## src/rtl/core/vkd_pkg.sv

```systemverilog
`default_nettype none

package vkd_pkg;

    // Codec mode register codes; the unused code behaves as H.264.
    localparam logic [1:0] CODEC_H264 = 2'd0;
    localparam logic [1:0] CODEC_HEVC = 2'd1;
    localparam logic [1:0] CODEC_AV1  = 2'd2;

    // Configuration port geometry: register i at byte address 4*i.
    localparam int unsigned CFG_ADDR_W   = 3;
    localparam int unsigned CFG_DATA_W   = 32;
    localparam logic        REG_CODEC_MODE = 1'b0;

    // NAL header tests.
    localparam logic [4:0] NAL_IDR_TYPE  = 5'd5;
    localparam logic [5:0] HEVC_IRAP_LO  = 6'd16;
    localparam logic [5:0] HEVC_IRAP_HI  = 6'd23;

    // AV1 OBU header fields.
    localparam logic [3:0] OBU_SEQ_HEADER = 4'd1;

    // One parsing step handed to a parser.
    typedef struct packed {
        logic       en;
        logic       clr;
        logic [7:0] data;
    } t_step;

    // Verdict settled by a parser on this step.
    typedef struct packed {
        logic hit;
        logic key;
    } t_settle;

endpackage

`default_nettype wire

```

## src/rtl/core/vkd_if.sv

```systemverilog
`default_nettype none

interface vkd_byte_if;
    logic       valid;
    logic       ready;
    logic [7:0] data_byte;
    logic       frame_end;

    modport source (output valid, output data_byte, output frame_end, input ready);
    modport sink   (input valid, input data_byte, input frame_end, output ready);
endinterface

interface vkd_verdict_if;
    logic valid;
    logic ready;
    logic is_keyframe;

    modport source (output valid, output is_keyframe, input ready);
    modport sink   (input valid, input is_keyframe, output ready);
endinterface

`default_nettype wire

```

## src/rtl/core/vkd_apb_regs.sv

```systemverilog
`default_nettype none

module vkd_apb_regs (
    input  wire logic                            i_clk,
    input  wire logic                            i_rst_n,
    input  wire logic                            psel,
    input  wire logic                            penable,
    input  wire logic                            pwrite,
    input  wire logic [vkd_pkg::CFG_ADDR_W-1:0]  paddr,
    input  wire logic [vkd_pkg::CFG_DATA_W-1:0]  pwdata,
    output logic      [vkd_pkg::CFG_DATA_W-1:0]  prdata,
    output logic                                 pready,
    output logic      [1:0]                      o_codec_mode
);

    logic [1:0] r_codec_mode;
    logic       w_sel_mode;

    assign pready     = 1'b1;
    assign w_sel_mode = (paddr[2] == vkd_pkg::REG_CODEC_MODE);

    always_ff @(posedge i_clk) begin
        if (!i_rst_n) begin
            r_codec_mode <= vkd_pkg::CODEC_H264;
        end else if (psel && penable && pwrite && pready && w_sel_mode) begin
            r_codec_mode <= pwdata[1:0];
        end
    end

    always_comb begin
        prdata = '0;
        if (w_sel_mode) begin
            prdata = {{(vkd_pkg::CFG_DATA_W-2){1'b0}}, r_codec_mode};
        end
    end

    assign o_codec_mode = r_codec_mode;

endmodule

`default_nettype wire

```

## src/rtl/core/vkd_nal_parser.sv

```systemverilog
`default_nettype none

module vkd_nal_parser (
    input  wire logic             i_clk,
    input  wire logic             i_rst_n,
    input  wire vkd_pkg::t_step   i_step,
    input  wire logic             i_hevc,
    output vkd_pkg::t_settle      o_settle
);

    logic [1:0] r_zero_run, n_zero_run;
    logic       r_hdr_next, n_hdr_next;
    logic [5:0] w_hevc_type;
    logic       w_key;

    assign w_hevc_type = i_step.data[6:1];
    assign w_key = i_hevc
        ? ((w_hevc_type >= vkd_pkg::HEVC_IRAP_LO) && (w_hevc_type <= vkd_pkg::HEVC_IRAP_HI))
        : (i_step.data[4:0] == vkd_pkg::NAL_IDR_TYPE);

    always_comb begin
        n_zero_run   = r_zero_run;
        n_hdr_next   = r_hdr_next;
        o_settle.hit = 1'b0;
        o_settle.key = 1'b0;
        if (i_step.en) begin
            if (r_hdr_next) begin
                n_hdr_next = 1'b0;
            end
            if (r_hdr_next && w_key) begin
                // keyframe header: settle, leave the zero run as it is
                o_settle.hit = 1'b1;
                o_settle.key = 1'b1;
            end else if (i_step.data == 8'h00) begin
                if (r_zero_run != 2'd2) begin
                    n_zero_run = r_zero_run + 2'd1;
                end
            end else begin
                if (i_step.data == 8'h01 && r_zero_run == 2'd2) begin
                    n_hdr_next = 1'b1;
                end
                n_zero_run = 2'd0;
            end
        end
        if (i_step.clr) begin
            n_zero_run = 2'd0;
            n_hdr_next = 1'b0;
        end
    end

    always_ff @(posedge i_clk) begin
        if (!i_rst_n) begin
            r_zero_run <= 2'd0;
            r_hdr_next <= 1'b0;
        end else begin
            r_zero_run <= n_zero_run;
            r_hdr_next <= n_hdr_next;
        end
    end

endmodule

`default_nettype wire

```

## src/rtl/core/vkd_obu_parser.sv

```systemverilog
`default_nettype none

module vkd_obu_parser #(
    parameter int unsigned LEB_MAX_BYTES = 8
) (
    input  wire logic             i_clk,
    input  wire logic             i_rst_n,
    input  wire vkd_pkg::t_step   i_step,
    output vkd_pkg::t_settle      o_settle
);

    localparam int unsigned AW = 7 * LEB_MAX_BYTES;
    localparam int unsigned CW = $clog2(LEB_MAX_BYTES + 1);

    typedef enum logic [1:0] {
        PH_HDR,
        PH_EXT,
        PH_SIZE,
        PH_SKIP
    } t_obu_phase;

    t_obu_phase  r_phase, n_phase;
    logic        r_seq, n_seq;
    logic        r_has_size, n_has_size;
    logic [AW-1:0] r_accum, n_accum;
    logic [CW-1:0] r_count, n_count;
    logic [AW-1:0] r_skip, n_skip;
    logic        w_hdr_done;
    logic        w_hd_seq;
    logic        w_hd_has;

    always_comb begin
        n_phase      = r_phase;
        n_seq        = r_seq;
        n_has_size   = r_has_size;
        n_accum      = r_accum;
        n_count      = r_count;
        n_skip       = r_skip;
        o_settle.hit = 1'b0;
        o_settle.key = 1'b0;
        w_hdr_done   = 1'b0;
        w_hd_seq     = r_seq;
        w_hd_has     = r_has_size;
        if (i_step.en) begin
            unique case (r_phase)
                PH_HDR: begin
                    if (i_step.data[7]) begin
                        // forbidden bit
                        o_settle.hit = 1'b1;
                    end else begin
                        n_seq      = (i_step.data[6:3] == vkd_pkg::OBU_SEQ_HEADER);
                        n_has_size = i_step.data[1];
                        w_hd_seq   = n_seq;
                        w_hd_has   = n_has_size;
                        if (i_step.data[2]) begin
                            n_phase = PH_EXT;
                        end else begin
                            w_hdr_done = 1'b1;
                        end
                    end
                end
                PH_EXT: begin
                    w_hdr_done = 1'b1;
                end
                PH_SIZE: begin
                    for (int k = 0; k < LEB_MAX_BYTES; k++) begin
                        if (r_count == CW'(k)) begin
                            n_accum[7*k +: 7] = r_accum[7*k +: 7] | i_step.data[6:0];
                        end
                    end
                    n_count = r_count + CW'(1);
                    if (!i_step.data[7]) begin
                        n_skip  = n_accum;
                        n_phase = (n_accum == '0) ? PH_HDR : PH_SKIP;
                    end else if (n_count >= CW'(LEB_MAX_BYTES)) begin
                        // leb128 runs past its byte limit
                        o_settle.hit = 1'b1;
                    end
                end
                PH_SKIP: begin
                    n_skip = r_skip - AW'(1);
                    if (r_skip == AW'(1)) begin
                        n_phase = PH_HDR;
                    end
                end
                default: begin
                    n_phase = PH_HDR;
                end
            endcase
            if (w_hdr_done) begin
                if (w_hd_seq) begin
                    o_settle.hit = 1'b1;
                    o_settle.key = 1'b1;
                end else if (!w_hd_has) begin
                    o_settle.hit = 1'b1;
                end else begin
                    n_phase = PH_SIZE;
                    n_accum = '0;
                    n_count = '0;
                end
            end
        end
        if (i_step.clr) begin
            n_phase    = PH_HDR;
            n_seq      = 1'b0;
            n_has_size = 1'b0;
            n_accum    = '0;
            n_count    = '0;
            n_skip     = '0;
        end
    end

    always_ff @(posedge i_clk) begin
        if (!i_rst_n) begin
            r_phase    <= PH_HDR;
            r_seq      <= 1'b0;
            r_has_size <= 1'b0;
            r_accum    <= '0;
            r_count    <= '0;
            r_skip     <= '0;
        end else begin
            r_phase    <= n_phase;
            r_seq      <= n_seq;
            r_has_size <= n_has_size;
            r_accum    <= n_accum;
            r_count    <= n_count;
            r_skip     <= n_skip;
        end
    end

    a_skip_nonzero: assert property (@(posedge i_clk) disable iff (!i_rst_n)
        (r_phase == PH_SKIP) |-> (r_skip != '0))
        else $error("payload skip phase entered with nothing left to skip");

    a_count_bound: assert property (@(posedge i_clk) disable iff (!i_rst_n)
        (r_phase == PH_SIZE) |-> (r_count <= CW'(LEB_MAX_BYTES)))
        else $error("leb128 byte count beyond its limit");

endmodule

`default_nettype wire

```

## src/rtl/core/video_keyframe_detector.sv

```systemverilog
`default_nettype none

// Channel   Dir  Payload                     Handshake
// i_byte    in   data_byte[7:0], frame_end   valid/ready, request taken when both high
// o_verdict out  is_keyframe                 valid/ready, one request per frame
// APB cfg   in   codec_mode at address 0     psel/penable/pwrite, pready tied high
//
// One byte is taken every cycle while input ready is high. A taken byte is held
// in the input register; from there the parsers update their state and, on a
// frame-end byte, the verdict is loaded into the result register.
// Reset is synchronous and active low; it clears the parser state, both
// valid flags and codec_mode (H.264).
// A stalled verdict holds a frame-end byte in the input register, and input
// ready drops until the result register frees; other bytes keep flowing.

module video_keyframe_detector #(
    parameter int unsigned LEB_MAX_BYTES = 8
) (
    input  wire logic                            i_clk,
    input  wire logic                            i_rst_n,
    vkd_byte_if.sink                             i_byte,
    vkd_verdict_if.source                        o_verdict,
    input  wire logic                            psel,
    input  wire logic                            penable,
    input  wire logic                            pwrite,
    input  wire logic [vkd_pkg::CFG_ADDR_W-1:0]  paddr,
    input  wire logic [vkd_pkg::CFG_DATA_W-1:0]  pwdata,
    output logic      [vkd_pkg::CFG_DATA_W-1:0]  prdata,
    output logic                                 pready
);

    logic [1:0]        w_mode;

    // input register
    logic              r_in_valid;
    logic [7:0]        r_in_data;
    logic              r_in_end;

    // result register
    logic              r_out_valid;
    logic              r_out_key;

    // shared verdict
    logic              r_found, n_found;
    logic              r_final, n_final;

    logic              w_out_free;
    logic              w_adv;
    logic              w_parse;
    logic              w_done;
    vkd_pkg::t_step    w_nal_step;
    vkd_pkg::t_step    w_obu_step;
    vkd_pkg::t_settle  w_nal_settle;
    vkd_pkg::t_settle  w_obu_settle;
    vkd_pkg::t_settle  w_settle;

    vkd_apb_regs u_regs (
        .i_clk        (i_clk),
        .i_rst_n      (i_rst_n),
        .psel         (psel),
        .penable      (penable),
        .pwrite       (pwrite),
        .paddr        (paddr),
        .pwdata       (pwdata),
        .prdata       (prdata),
        .pready       (pready),
        .o_codec_mode (w_mode)
    );

    // Advance the held byte unless it ends a frame and the result slot is full and not being taken.
    assign w_out_free   = !r_out_valid || o_verdict.ready;
    assign w_adv        = r_in_valid && (!r_in_end || w_out_free);
    assign w_done       = w_adv && r_in_end;
    assign w_parse      = w_adv && !r_final;
    assign i_byte.ready = !r_in_valid || w_adv;

    always_ff @(posedge i_clk) begin
        if (!i_rst_n) begin
            r_in_valid <= 1'b0;
        end else if (i_byte.ready) begin
            r_in_valid <= i_byte.valid;
        end
    end

    always_ff @(posedge i_clk) begin
        if (i_byte.ready && i_byte.valid) begin
            r_in_data <= i_byte.data_byte;
            r_in_end  <= i_byte.frame_end;
        end
    end

    // Steer the byte to the parser of the mode in force; the other keeps its state, and frame end clears both.
    always_comb begin
        w_nal_step.en   = w_parse && (w_mode != vkd_pkg::CODEC_AV1);
        w_nal_step.clr  = w_done;
        w_nal_step.data = r_in_data;
        w_obu_step.en   = w_parse && (w_mode == vkd_pkg::CODEC_AV1);
        w_obu_step.clr  = w_done;
        w_obu_step.data = r_in_data;
    end

    vkd_nal_parser u_nal (
        .i_clk    (i_clk),
        .i_rst_n  (i_rst_n),
        .i_step   (w_nal_step),
        .i_hevc   (w_mode == vkd_pkg::CODEC_HEVC),
        .o_settle (w_nal_settle)
    );

    vkd_obu_parser #(
        .LEB_MAX_BYTES (LEB_MAX_BYTES)
    ) u_obu (
        .i_clk    (i_clk),
        .i_rst_n  (i_rst_n),
        .i_step   (w_obu_step),
        .o_settle (w_obu_settle)
    );

    // Only one parser is enabled at a time, so OR the settle flags.
    assign w_settle.hit = w_nal_settle.hit | w_obu_settle.hit;
    assign w_settle.key = (w_nal_settle.hit & w_nal_settle.key)
                        | (w_obu_settle.hit & w_obu_settle.key);

    always_comb begin
        n_found = w_settle.hit ? w_settle.key : r_found;
        n_final = r_final | w_settle.hit;
    end

    always_ff @(posedge i_clk) begin
        if (!i_rst_n) begin
            r_found <= 1'b0;
            r_final <= 1'b0;
        end else if (w_done) begin
            // drop the verdict state at frame end
            r_found <= 1'b0;
            r_final <= 1'b0;
        end else begin
            r_found <= n_found;
            r_final <= n_final;
        end
    end

    always_ff @(posedge i_clk) begin
        if (!i_rst_n) begin
            r_out_valid <= 1'b0;
        end else if (w_done) begin
            r_out_valid <= 1'b1;
        end else if (o_verdict.ready) begin
            r_out_valid <= 1'b0;
        end
    end

    always_ff @(posedge i_clk) begin
        if (w_done) begin
            r_out_key <= n_found;
        end
    end

    assign o_verdict.valid       = r_out_valid;
    assign o_verdict.is_keyframe = r_out_key;

    a_verdict_loaded: assert property (@(posedge i_clk) disable iff (!i_rst_n)
        w_done |=> r_out_valid)
        else $error("frame end did not load the result register");

    a_frame_cleared: assert property (@(posedge i_clk) disable iff (!i_rst_n)
        w_done |=> (!r_found && !r_final))
        else $error("verdict state not cleared after frame end");

    a_end_stall: assert property (@(posedge i_clk) disable iff (!i_rst_n)
        (r_in_valid && r_in_end && r_out_valid && !o_verdict.ready) |-> !i_byte.ready)
        else $error("input taken while a frame end waits for the result slot");

endmodule

`default_nettype wire
```

## src/flat_wrapper.sv

```systemverilog
// flat-port wrapper written by rule: the top's interface ports become plain ports
module video_keyframe_detector_flat 
#(
    parameter int unsigned LEB_MAX_BYTES = 8
)
  (i_clk, i_rst_n, psel, penable, pwrite, paddr, pwdata, prdata, pready, i_byte_valid, i_byte_data_byte, i_byte_frame_end, i_byte_ready, o_verdict_valid, o_verdict_is_keyframe, o_verdict_ready);
  vkd_byte_if i_byte_i ();
  vkd_verdict_if o_verdict_i ();
  input  wire logic i_clk;
  input  wire logic i_rst_n;
  input  wire logic psel;
  input  wire logic penable;
  input  wire logic pwrite;
  input  wire logic [vkd_pkg::CFG_ADDR_W-1:0] paddr;
  input  wire logic [vkd_pkg::CFG_DATA_W-1:0] pwdata;
  output logic      [vkd_pkg::CFG_DATA_W-1:0] prdata;
  output logic pready;
  input wire logic [$bits(i_byte_i.valid)-1:0] i_byte_valid;
  input wire logic [$bits(i_byte_i.data_byte)-1:0] i_byte_data_byte;
  input wire logic [$bits(i_byte_i.frame_end)-1:0] i_byte_frame_end;
  output wire logic [$bits(i_byte_i.ready)-1:0] i_byte_ready;
  output wire logic [$bits(o_verdict_i.valid)-1:0] o_verdict_valid;
  output wire logic [$bits(o_verdict_i.is_keyframe)-1:0] o_verdict_is_keyframe;
  input wire logic [$bits(o_verdict_i.ready)-1:0] o_verdict_ready;
  assign i_byte_i.valid = i_byte_valid;
  assign i_byte_i.data_byte = i_byte_data_byte;
  assign i_byte_i.frame_end = i_byte_frame_end;
  assign i_byte_ready = i_byte_i.ready;
  assign o_verdict_valid = o_verdict_i.valid;
  assign o_verdict_is_keyframe = o_verdict_i.is_keyframe;
  assign o_verdict_i.ready = o_verdict_ready;
  video_keyframe_detector #(.LEB_MAX_BYTES(LEB_MAX_BYTES)) u_core (.i_clk(i_clk), .i_rst_n(i_rst_n), .i_byte(i_byte_i), .o_verdict(o_verdict_i), .psel(psel), .penable(penable), .pwrite(pwrite), .paddr(paddr), .pwdata(pwdata), .prdata(prdata), .pready(pready));
endmodule
```

## config.mk

```make
export PLATFORM = sky130hd
export DESIGN_NAME = video_keyframe_detector_flat
export DESIGN_NICKNAME = d
export VERILOG_FILES = /design/src/rtl/core/vkd_pkg.sv /design/src/rtl/core/vkd_if.sv /design/src/rtl/core/vkd_apb_regs.sv /design/src/rtl/core/vkd_nal_parser.sv /design/src/rtl/core/vkd_obu_parser.sv /design/src/rtl/core/video_keyframe_detector.sv /design/src/flat_wrapper.sv
export SDC_FILE = /design/constraint.sdc
export NUM_CORES = 1
export LEC_CHECK = 0
export ABC_AREA = 1
export BUFFER_PORTS_ARGS = -buffer_cell sky130_fd_sc_hd__buf_2
export CORE_MARGIN = 3
export CORE_UTILIZATION = 45
export DETAILED_ROUTE_END_ITERATION = 8
export GPL_TIMING_DRIVEN = 1
export PLACE_DENSITY_LB_ADDON = 0.15
export SLEW_MARGIN = 0
export SYNTH_ARGS = -nofsm -noshare
export SYNTH_HDL_FRONTEND = slang
export SYNTH_SLANG_ARGS = --single-unit
```

## constraint.sdc

```tcl
create_clock -name i_clk -period 5.12 [get_ports i_clk]
set_input_delay 1.024 -clock i_clk [delete_from_list [all_inputs] [get_ports i_clk]]
set_output_delay 1.024 -clock i_clk [all_outputs]
set_load 0.01 [all_outputs]
```

## After elaboration in Yosys (flattened, before gate mapping)

Cells that the tools add are included.

| storage, ports and cells | value |
|---|---|
| register bits | 139 |
| latch bits | 0 |
| memory bits (writable) | 0 |
| memory bits (read-only) | 0 |
| bits of input ports | 51 |
| output and inout bits | 36 |
| logic and storage cells | 161 |
| memories kept | 0 |

| operators by class | value |
|---|---|
| $add $sub $neg | 3 |
| $mul | 0 |
| div/mod/pow operators | 0 |
| order comparisons | 3 |
| equal/unequal tests | 21 |
| shift operators | 0 |
| muxes and demuxes | 74 |
| bitwise logic cells | 16 |
| reduce and logical (&&, ||, !) cells | 28 |

Operators with widths:

| kind | number |
|---|---|
| $mux 56 | 5 |
| $mux 7 | 24 |
| $pmux 56 s2 | 1 |
| $eq 56x1->1 const B | 1 |
| $logic_not 56->1 | 1 |
| $or 7x7->7 | 8 |
| $sub 56x1->56 const B | 1 |
| $mux 2 | 15 |
| $mux 1 | 22 |
| $eq 4x3->1 const B | 4 |
| $mux 4 | 4 |
| $logic_and 1x1->1 | 12 |
| $eq 2x2->1 const B | 4 |
| $eq 4x1->1 const B | 2 |
| $eq 4x2->1 const B | 2 |
| $eq 8x1->1 const B | 1 |
| $logic_not 8->1 | 1 |
| $ge 6x5->1 const B | 1 |
| $le 6x5->1 const B | 1 |
| $ne 2x2->1 const B | 3 |
| $pmux 2 s3 | 1 |
| $reduce_and 3->1 | 2 |
| $eq 5x3->1 const B | 1 |
| $add 4x1->4 const B | 1 |
| other kinds (14) | 27 |

## Longest topological paths before layout

| logic depth | value |
|---|---|
| word-level depth | 14 |
| depth in mapped cells | 15 |
| depth with buffers taken out | 14 |

## Modules after synthesis

Synthesis repeated with hierarchy kept, for this count alone.

| second synthesis, totals | value |
|---|---|
| cells, all modules | 1338 |
| area, all modules | 8719.6 um^2 |

Modules (own cells, without submodules):

| module | instances | cells an instance | area each (um^2) | sequential area each (um^2) |
|---|---|---|---|---|
| vkd_obu_parser | 1 | 1188 | 7548.5 | 2402.3 |
| video_keyframe_detector | 1 | 46 | 526.8 | 380.4 |
| vkd_apb_regs | 1 | 56 | 366.6 | 40.0 |
| vkd_nal_parser | 1 | 48 | 277.8 | 60.1 |

## Least setup slack after synthesis

No wires, ideal clock.

| path | value |
|---|---|
| path kind | input port to flip-flop |
| from | input o_verdict_ready |
| to | register u_core.u_obu.r_skip[27] |
| setup time | 0.132 ns |
| data arrival time | 2.148 ns |
| required time | 4.988 ns |
| slack | 2.840 ns |
| stages on the path | 9 |
| path buffers | 2 |
| cells stage by stage | inv_2 > nand3_2 > nand3_2 > nor3_4 > nand3b_2 > buf_2 > clkbuf_1 > o21ai_0 > a21oi_1 |

| on the way | value |
|---|---|
| word-level cells in the longest chain between the ends | 6 |
| elaborated cells on any way between the ends | 8 |
| those cells by class | 8 x reduce/logical |

RTL lines:

| item | line | text |
|---|---|---|
| start, declared | flat_wrapper.sv:24 | `input wire logic [$bits(o_verdict_i.ready)-1:0] o_verdict_ready;` |
| $logic_or 1x1->1 * | video_keyframe_detector.sv:71 | `assign w_out_free = !r_out_valid \|\| o_verdict.ready;` |
| $logic_or 1x1->1 * | video_keyframe_detector.sv:72 | `assign w_adv = r_in_valid && (!r_in_end \|\| w_out_free);` |
| $logic_and 1x1->1 * | video_keyframe_detector.sv:72 |  |
| $logic_and 1x1->1 | video_keyframe_detector.sv:74 | `assign w_parse = w_adv && !r_final;` |
| $logic_and 1x1->1 | video_keyframe_detector.sv:97 | `w_obu_step.en = w_parse && (w_mode == vkd_pkg::CODEC_AV1);` |
| $reduce_and 3->1 (no line) | -- |  |
| end signal, assigned | vkd_obu_parser.sv:127 | `r_skip <= n_skip;` |
| end, declared | vkd_obu_parser.sv:27 | `logic [AW-1:0] r_skip, n_skip;` |

Mark *: on every way between the ends. The rest lies on a longest branch, timed or not.
A chain may end at the register's enable or synchronous reset.

## Final worst setup path

| path | value |
|---|---|
| from | input o_verdict_ready |
| to | register u_core.u_obu.r_accum[17] |

| on the way | value |
|---|---|
| word-level cells in the longest chain between the ends | 5 |
| elaborated cells on any way between the ends | 7 |
| those cells by class | 7 x reduce/logical |

RTL lines:

| item | line | text |
|---|---|---|
| $logic_or 1x1->1 * | video_keyframe_detector.sv:71 |  |
| $logic_or 1x1->1 * | video_keyframe_detector.sv:72 |  |
| $logic_and 1x1->1 * | video_keyframe_detector.sv:72 |  |
| $logic_and 1x1->1 (on tied branches) | video_keyframe_detector.sv:73, video_keyframe_detector.sv:74 |  |
| $reduce_or 2->1 (no line) / $logic_and 1x1->1 (equally long branches) | -- |  |
| end signal, assigned | vkd_obu_parser.sv:125 | `r_accum <= n_accum;` |
| end, declared | vkd_obu_parser.sv:25 | `logic [AW-1:0] r_accum, n_accum;` |

Marked as above.

==> reports/qor.txt <==
=======================================================================================
Worst hold path stage count                                                           2
Clock buffers created by TritonCTS                                                   17
Yosys warning total                                                                   0
Power share of the clock group                                                    54.1%
Fin crit period                                                                 2840 ps
Depth of the CTS H-tree                                                               4
HPWL Detailed                                                                   17.1 mm
Sink count of the clock tree                                                        139
Sequential share of power                                                         42.8%
Peak supply drop                                                                 230 uV
Leading cell type in the layout, fill and taps excluded                    sky130_fd_sc_hd__nand2_1
Routed length per instance                                                      16.2 um
Share of final-layout standard cells stronger than drive strength 1               9.72%
Startpoint of the worst hold path                                          u_core.u_obu.r_accum[16]$_SDFFE_PP0P_
Final wirelength                                                                24.1 mm
Fillers                                                                            1851
Average size of a mapped cell                                                  6.74 um2
Number of global-route vias before repair                                          7342
Total number of vias                                                               7907
Quantity of hold-fixing buffers added after cts                                       0
Total die area                                                                20400 um2
Post-synth top area cell                                                   sky130_fd_sc_hd__dfxtp_1
Seq. cell area                                                                 2880 um2
Normalized max-slew margin                                                        23.4%
Overflow left after global routing                                                    0
Net Switching                                                                  0.569 mW
Antenna violations before repair                                                      0
I/O pin count                                                                        87
Ranking of synthesized cells by area                                       sky130_fd_sc_hd__dfxtp_1, sky130_fd_sc_hd__nand2_1, sky130_fd_sc_hd__nor2_1
Proportion of netlist area held by the largest area contributor                   30.6%
Cell area after layout                                                         9170 um2
Most used cells in the layout excluding fill and tap cells                 sky130_fd_sc_hd__nand2_1, sky130_fd_sc_hd__nor2_1, sky130_fd_sc_hd__inv_1, sky130_fd_sc_hd__dfxtp_1, sky130_fd_sc_hd__a21oi_1
Cell-internal power                                                             2.03 mW
Count of flip-flops with a built-in enable after synthesis                           10
Clock network latency to the later pin of the worst-skew pair                    430 ps
Critical R2R Launch                                                        u_core.r_in_data[1]$_DFFE_PP_
Worst R2R Setup Slack                                                           2310 ps
Number of violations reported at the end of detailed-routing iteration 0            682
Final period util                                                                 55.5%
Data required, critical path                                                    5380 ps
Sink of the worst hold path                                                u_core.u_obu.r_accum[16]$_SDFFE_PP0P_
Port Buf Inserts                                                                     23
Routed Antenna Nets                                                                   0
Width of the die                                                                 143 um
R2R depth                                                                             8
Cell area after placement                                                      8500 um2
Average vias per placed instance                                                   5.33
Data arrival time at the worst-slack endpoint                                   3100 ps
Path type of the worst setup path                                                in2reg
Clock tree skew after final layout                                              9.06 ps
Post-synthesis cell area                                                       8430 um2
Placer Congestion                                                                 0.867
Clock root buffer master                                                   sky130_fd_sc_hd__clkbuf_16
Fin. Hold Viols                                                                       0
Cells after Synth                                                                  1251
Pins over their slew limit                                                            0
Die Span Y                                                                       143 um
DRC violation count after routing                                                     0
N_diodes                                                                              0
Distinct cells, synth                                                                44
CTS tree                                                                           done
GRT Resource Usage Total                                                          24.2%
Effective utilization at floorplan                                                46.3%
Critical Path Sink Type                                                       flip-flop
Layout Nets                                                                        1300
Maximum clock rate                                                            0.352 GHz
Power density over cell area                                                 284 nW/um2
Placement Rows                                                                       49
Most used flip-flop cell after synthesis                                   sky130_fd_sc_hd__dfxtp_1
Class of the most critical hold timing path                                     reg2reg
Result of the run                                                          complete, no violations
Gate power share                                                                   3.0%
Crit-path max FO                                                                     38
Postcts setup bufs                                                                    0
Leakage power of the design                                                     3.93 nW
Total negative slack for setup checks                                              0 ps
Crit start category                                                           input pin
Total of cells resized after clock tree synthesis                                     0
Worst-margin pin slew                                                           1150 ps
Global-route wire length before repair                                          38.6 mm
Destination of the worst register-to-register timing path                  u_core.u_obu.r_accum[17]$_SDFFE_PP0P_
Number of violations of the max-capacitance limit                                     0
Maximum root-to-sink buffer count                                                     2
Core region area                                                              18200 um2
Pre-antenna DRT Iters                                                                 5
Number of storage elements in the synthesis netlist                                 139
Share of flip-flops with an asynchronous set or reset after synthesis                0%
Switching share of power                                                          21.9%
Post-synthesis to final-layout area growth                                        8.76%
Largest net degree at the start of global routing                                    76
Clock-pin transition on the worst setup and hold timing paths                     50 ps
Sequential cell area fraction in the yosys report                                 34.2%
Area occupied by multi-input gates                                             4490 um2
Setup violation total in the final timing report                                      0
Unrepaired setup endpoints after global routing                                   false
=======================================================================================
[sequential cells by signal, indices dropped and copies added, names as in the netlist]
signal	cells
u_core.r_in_valid	1
u_core.u_nal.r_zero_run	2
u_core.u_obu.r_count	4
u_core.u_obu.r_accum	56
u_core.r_in_end	1
u_core.r_in_data	8
u_core.u_obu.r_seq	1
u_core.u_obu.r_phase	2
u_core.u_nal.r_hdr_next	1
u_core.o_verdict.valid	1
u_core.u_obu.r_skip	56
u_core.u_obu.r_has_size	1
u_core.u_regs.o_codec_mode	2
u_core.r_found	1
u_core.o_verdict.is_keyframe	1
u_core.r_final	1
[metal layers]
layer | global-route usage [%] | wire length [um] | vias to the layer above
met2 | 39.1 | 11200 | 246
met4 | 7.00 | 431 | 0
met1 | 33.4 | 11100 | 3636
met5 | 0 | 0 | -
met3 | 4.19 | 1380 | 33
li1 | - | - | 3992
[worst max-delay path by stage]
stage,start,end,slack (ps)
detailed placement,o_verdict_ready,u_core.u_obu.r_accum[17]$_SDFFE_PP0P_,1850
global placement,o_verdict_ready,u_core.u_obu.r_accum[17]$_SDFFE_PP0P_,1840
CTS,o_verdict_ready,u_core.u_obu.r_accum[17]$_SDFFE_PP0P_,2300
finish,o_verdict_ready,u_core.u_obu.r_accum[17]$_SDFFE_PP0P_,2280
global route,u_core.r_in_data[1]$_DFFE_PP_,u_core.u_obu.r_accum[17]$_SDFFE_PP0P_,2100
floorplan,o_verdict_ready,u_core.u_obu.r_skip[27]$_SDFFE_PP0P_,2840
[per-stage QoR]
stage	setup slack [ps]	cells	power [mW]	hold WS [ps]	utilization, %
final	2280	1484	2.60	461	50.3
after global routing	2100	1484	2.67	477	50.3
after CTS	2300	1484	2.62	459	50.3
after detailed placement	1850	1452	1.22	447	46.7
after global placement	1840	1452	1.22	442	46.7
after floorplan	2840	1280	1.21	430	-
[synthesized netlist by cell type, types with 2 or more instances]
cell type	number
sky130_fd_sc_hd__nand2_1	223
sky130_fd_sc_hd__nor2_1	178
sky130_fd_sc_hd__inv_1	176
sky130_fd_sc_hd__dfxtp_1	129
sky130_fd_sc_hd__a21oi_1	108
sky130_fd_sc_hd__o21ai_0	76
sky130_fd_sc_hd__nand3_1	62
sky130_fd_sc_hd__buf_4	34
sky130_fd_sc_hd__a211oi_2	30
sky130_fd_sc_hd__clkbuf_1	27
sky130_fd_sc_hd__nand4_1	26
sky130_fd_sc_hd__a211oi_1	19
sky130_fd_sc_hd__xnor2_1	16
sky130_fd_sc_hd__buf_2	15
sky130_fd_sc_hd__xor2_1	14
sky130_fd_sc_hd__nor3_1	12
sky130_fd_sc_hd__edfxtp_1	10
sky130_fd_sc_hd__nor2_2	9
sky130_fd_sc_hd__o21ai_1	9
sky130_fd_sc_hd__nand3b_1	8
sky130_fd_sc_hd__ha_1	7
sky130_fd_sc_hd__buf_1	6
sky130_fd_sc_hd__nor4_1	6
sky130_fd_sc_hd__a31oi_1	5
sky130_fd_sc_hd__o21bai_1	5
sky130_fd_sc_hd__o22ai_1	5
sky130_fd_sc_hd__buf_6	4
sky130_fd_sc_hd__nand2_2	4
sky130_fd_sc_hd__nor2_4	4
sky130_fd_sc_hd__inv_2	3
sky130_fd_sc_hd__nand3_2	3
sky130_fd_sc_hd__a21boi_0	2
sky130_fd_sc_hd__conb_1	2
sky130_fd_sc_hd__nor3_2	2
sky130_fd_sc_hd__o211ai_1	2
sky130_fd_sc_hd__o32ai_1	2
[cell families after synthesis]
| kind of cell | Yosys count | synth area share, % |
|---|---|---|
| AOI/OAI and AO/OA | 265 | 19.6 |
| xor gates and xnor gates | 30 | 3.12 |
| adders and majority gates | 7 | 1.04 |
| buffers and inverters | 266 | 13.9 |
| DFF | 139 | 34.2 |
| other | 2 | 0.0891 |
| and+or+nand+nor | 542 | 28.0 |
[power by group through the flow]
stage	combinational [mW]	sequential [mW]	clock, mW
floorplan	0.0773	1.13	0
global placement	0.0783	1.14	0
detailed placement	0.0790	1.14	0
CTS	0.0790	1.11	1.43
global route	0.0892	1.12	1.47
finish	0.0793	1.11	1.41
[final cells by class]
class | count | area share (%)
clock buffers | 21 | 5.24
clock inverters | 11 | 2.06
inverters | 180 | 7.37
multi-input cells | 875 | 49.0
flip-flops and latches | 139 | 31.4
well taps | 229 | 3.13
repair buffers | 29 | 1.75
[critical path, cell delays in order]
cell                       delay [ps]
sky130_fd_sc_hd__buf_2             80
sky130_fd_sc_hd__inv_2             40
sky130_fd_sc_hd__nand3_2           50
sky130_fd_sc_hd__nand3_2           90
sky130_fd_sc_hd__nor3_4           300
sky130_fd_sc_hd__inv_2            160
sky130_fd_sc_hd__o21ai_4          670
sky130_fd_sc_hd__buf_4            600
sky130_fd_sc_hd__a211oi_1          90
Power figures use the tool's default switching activity.
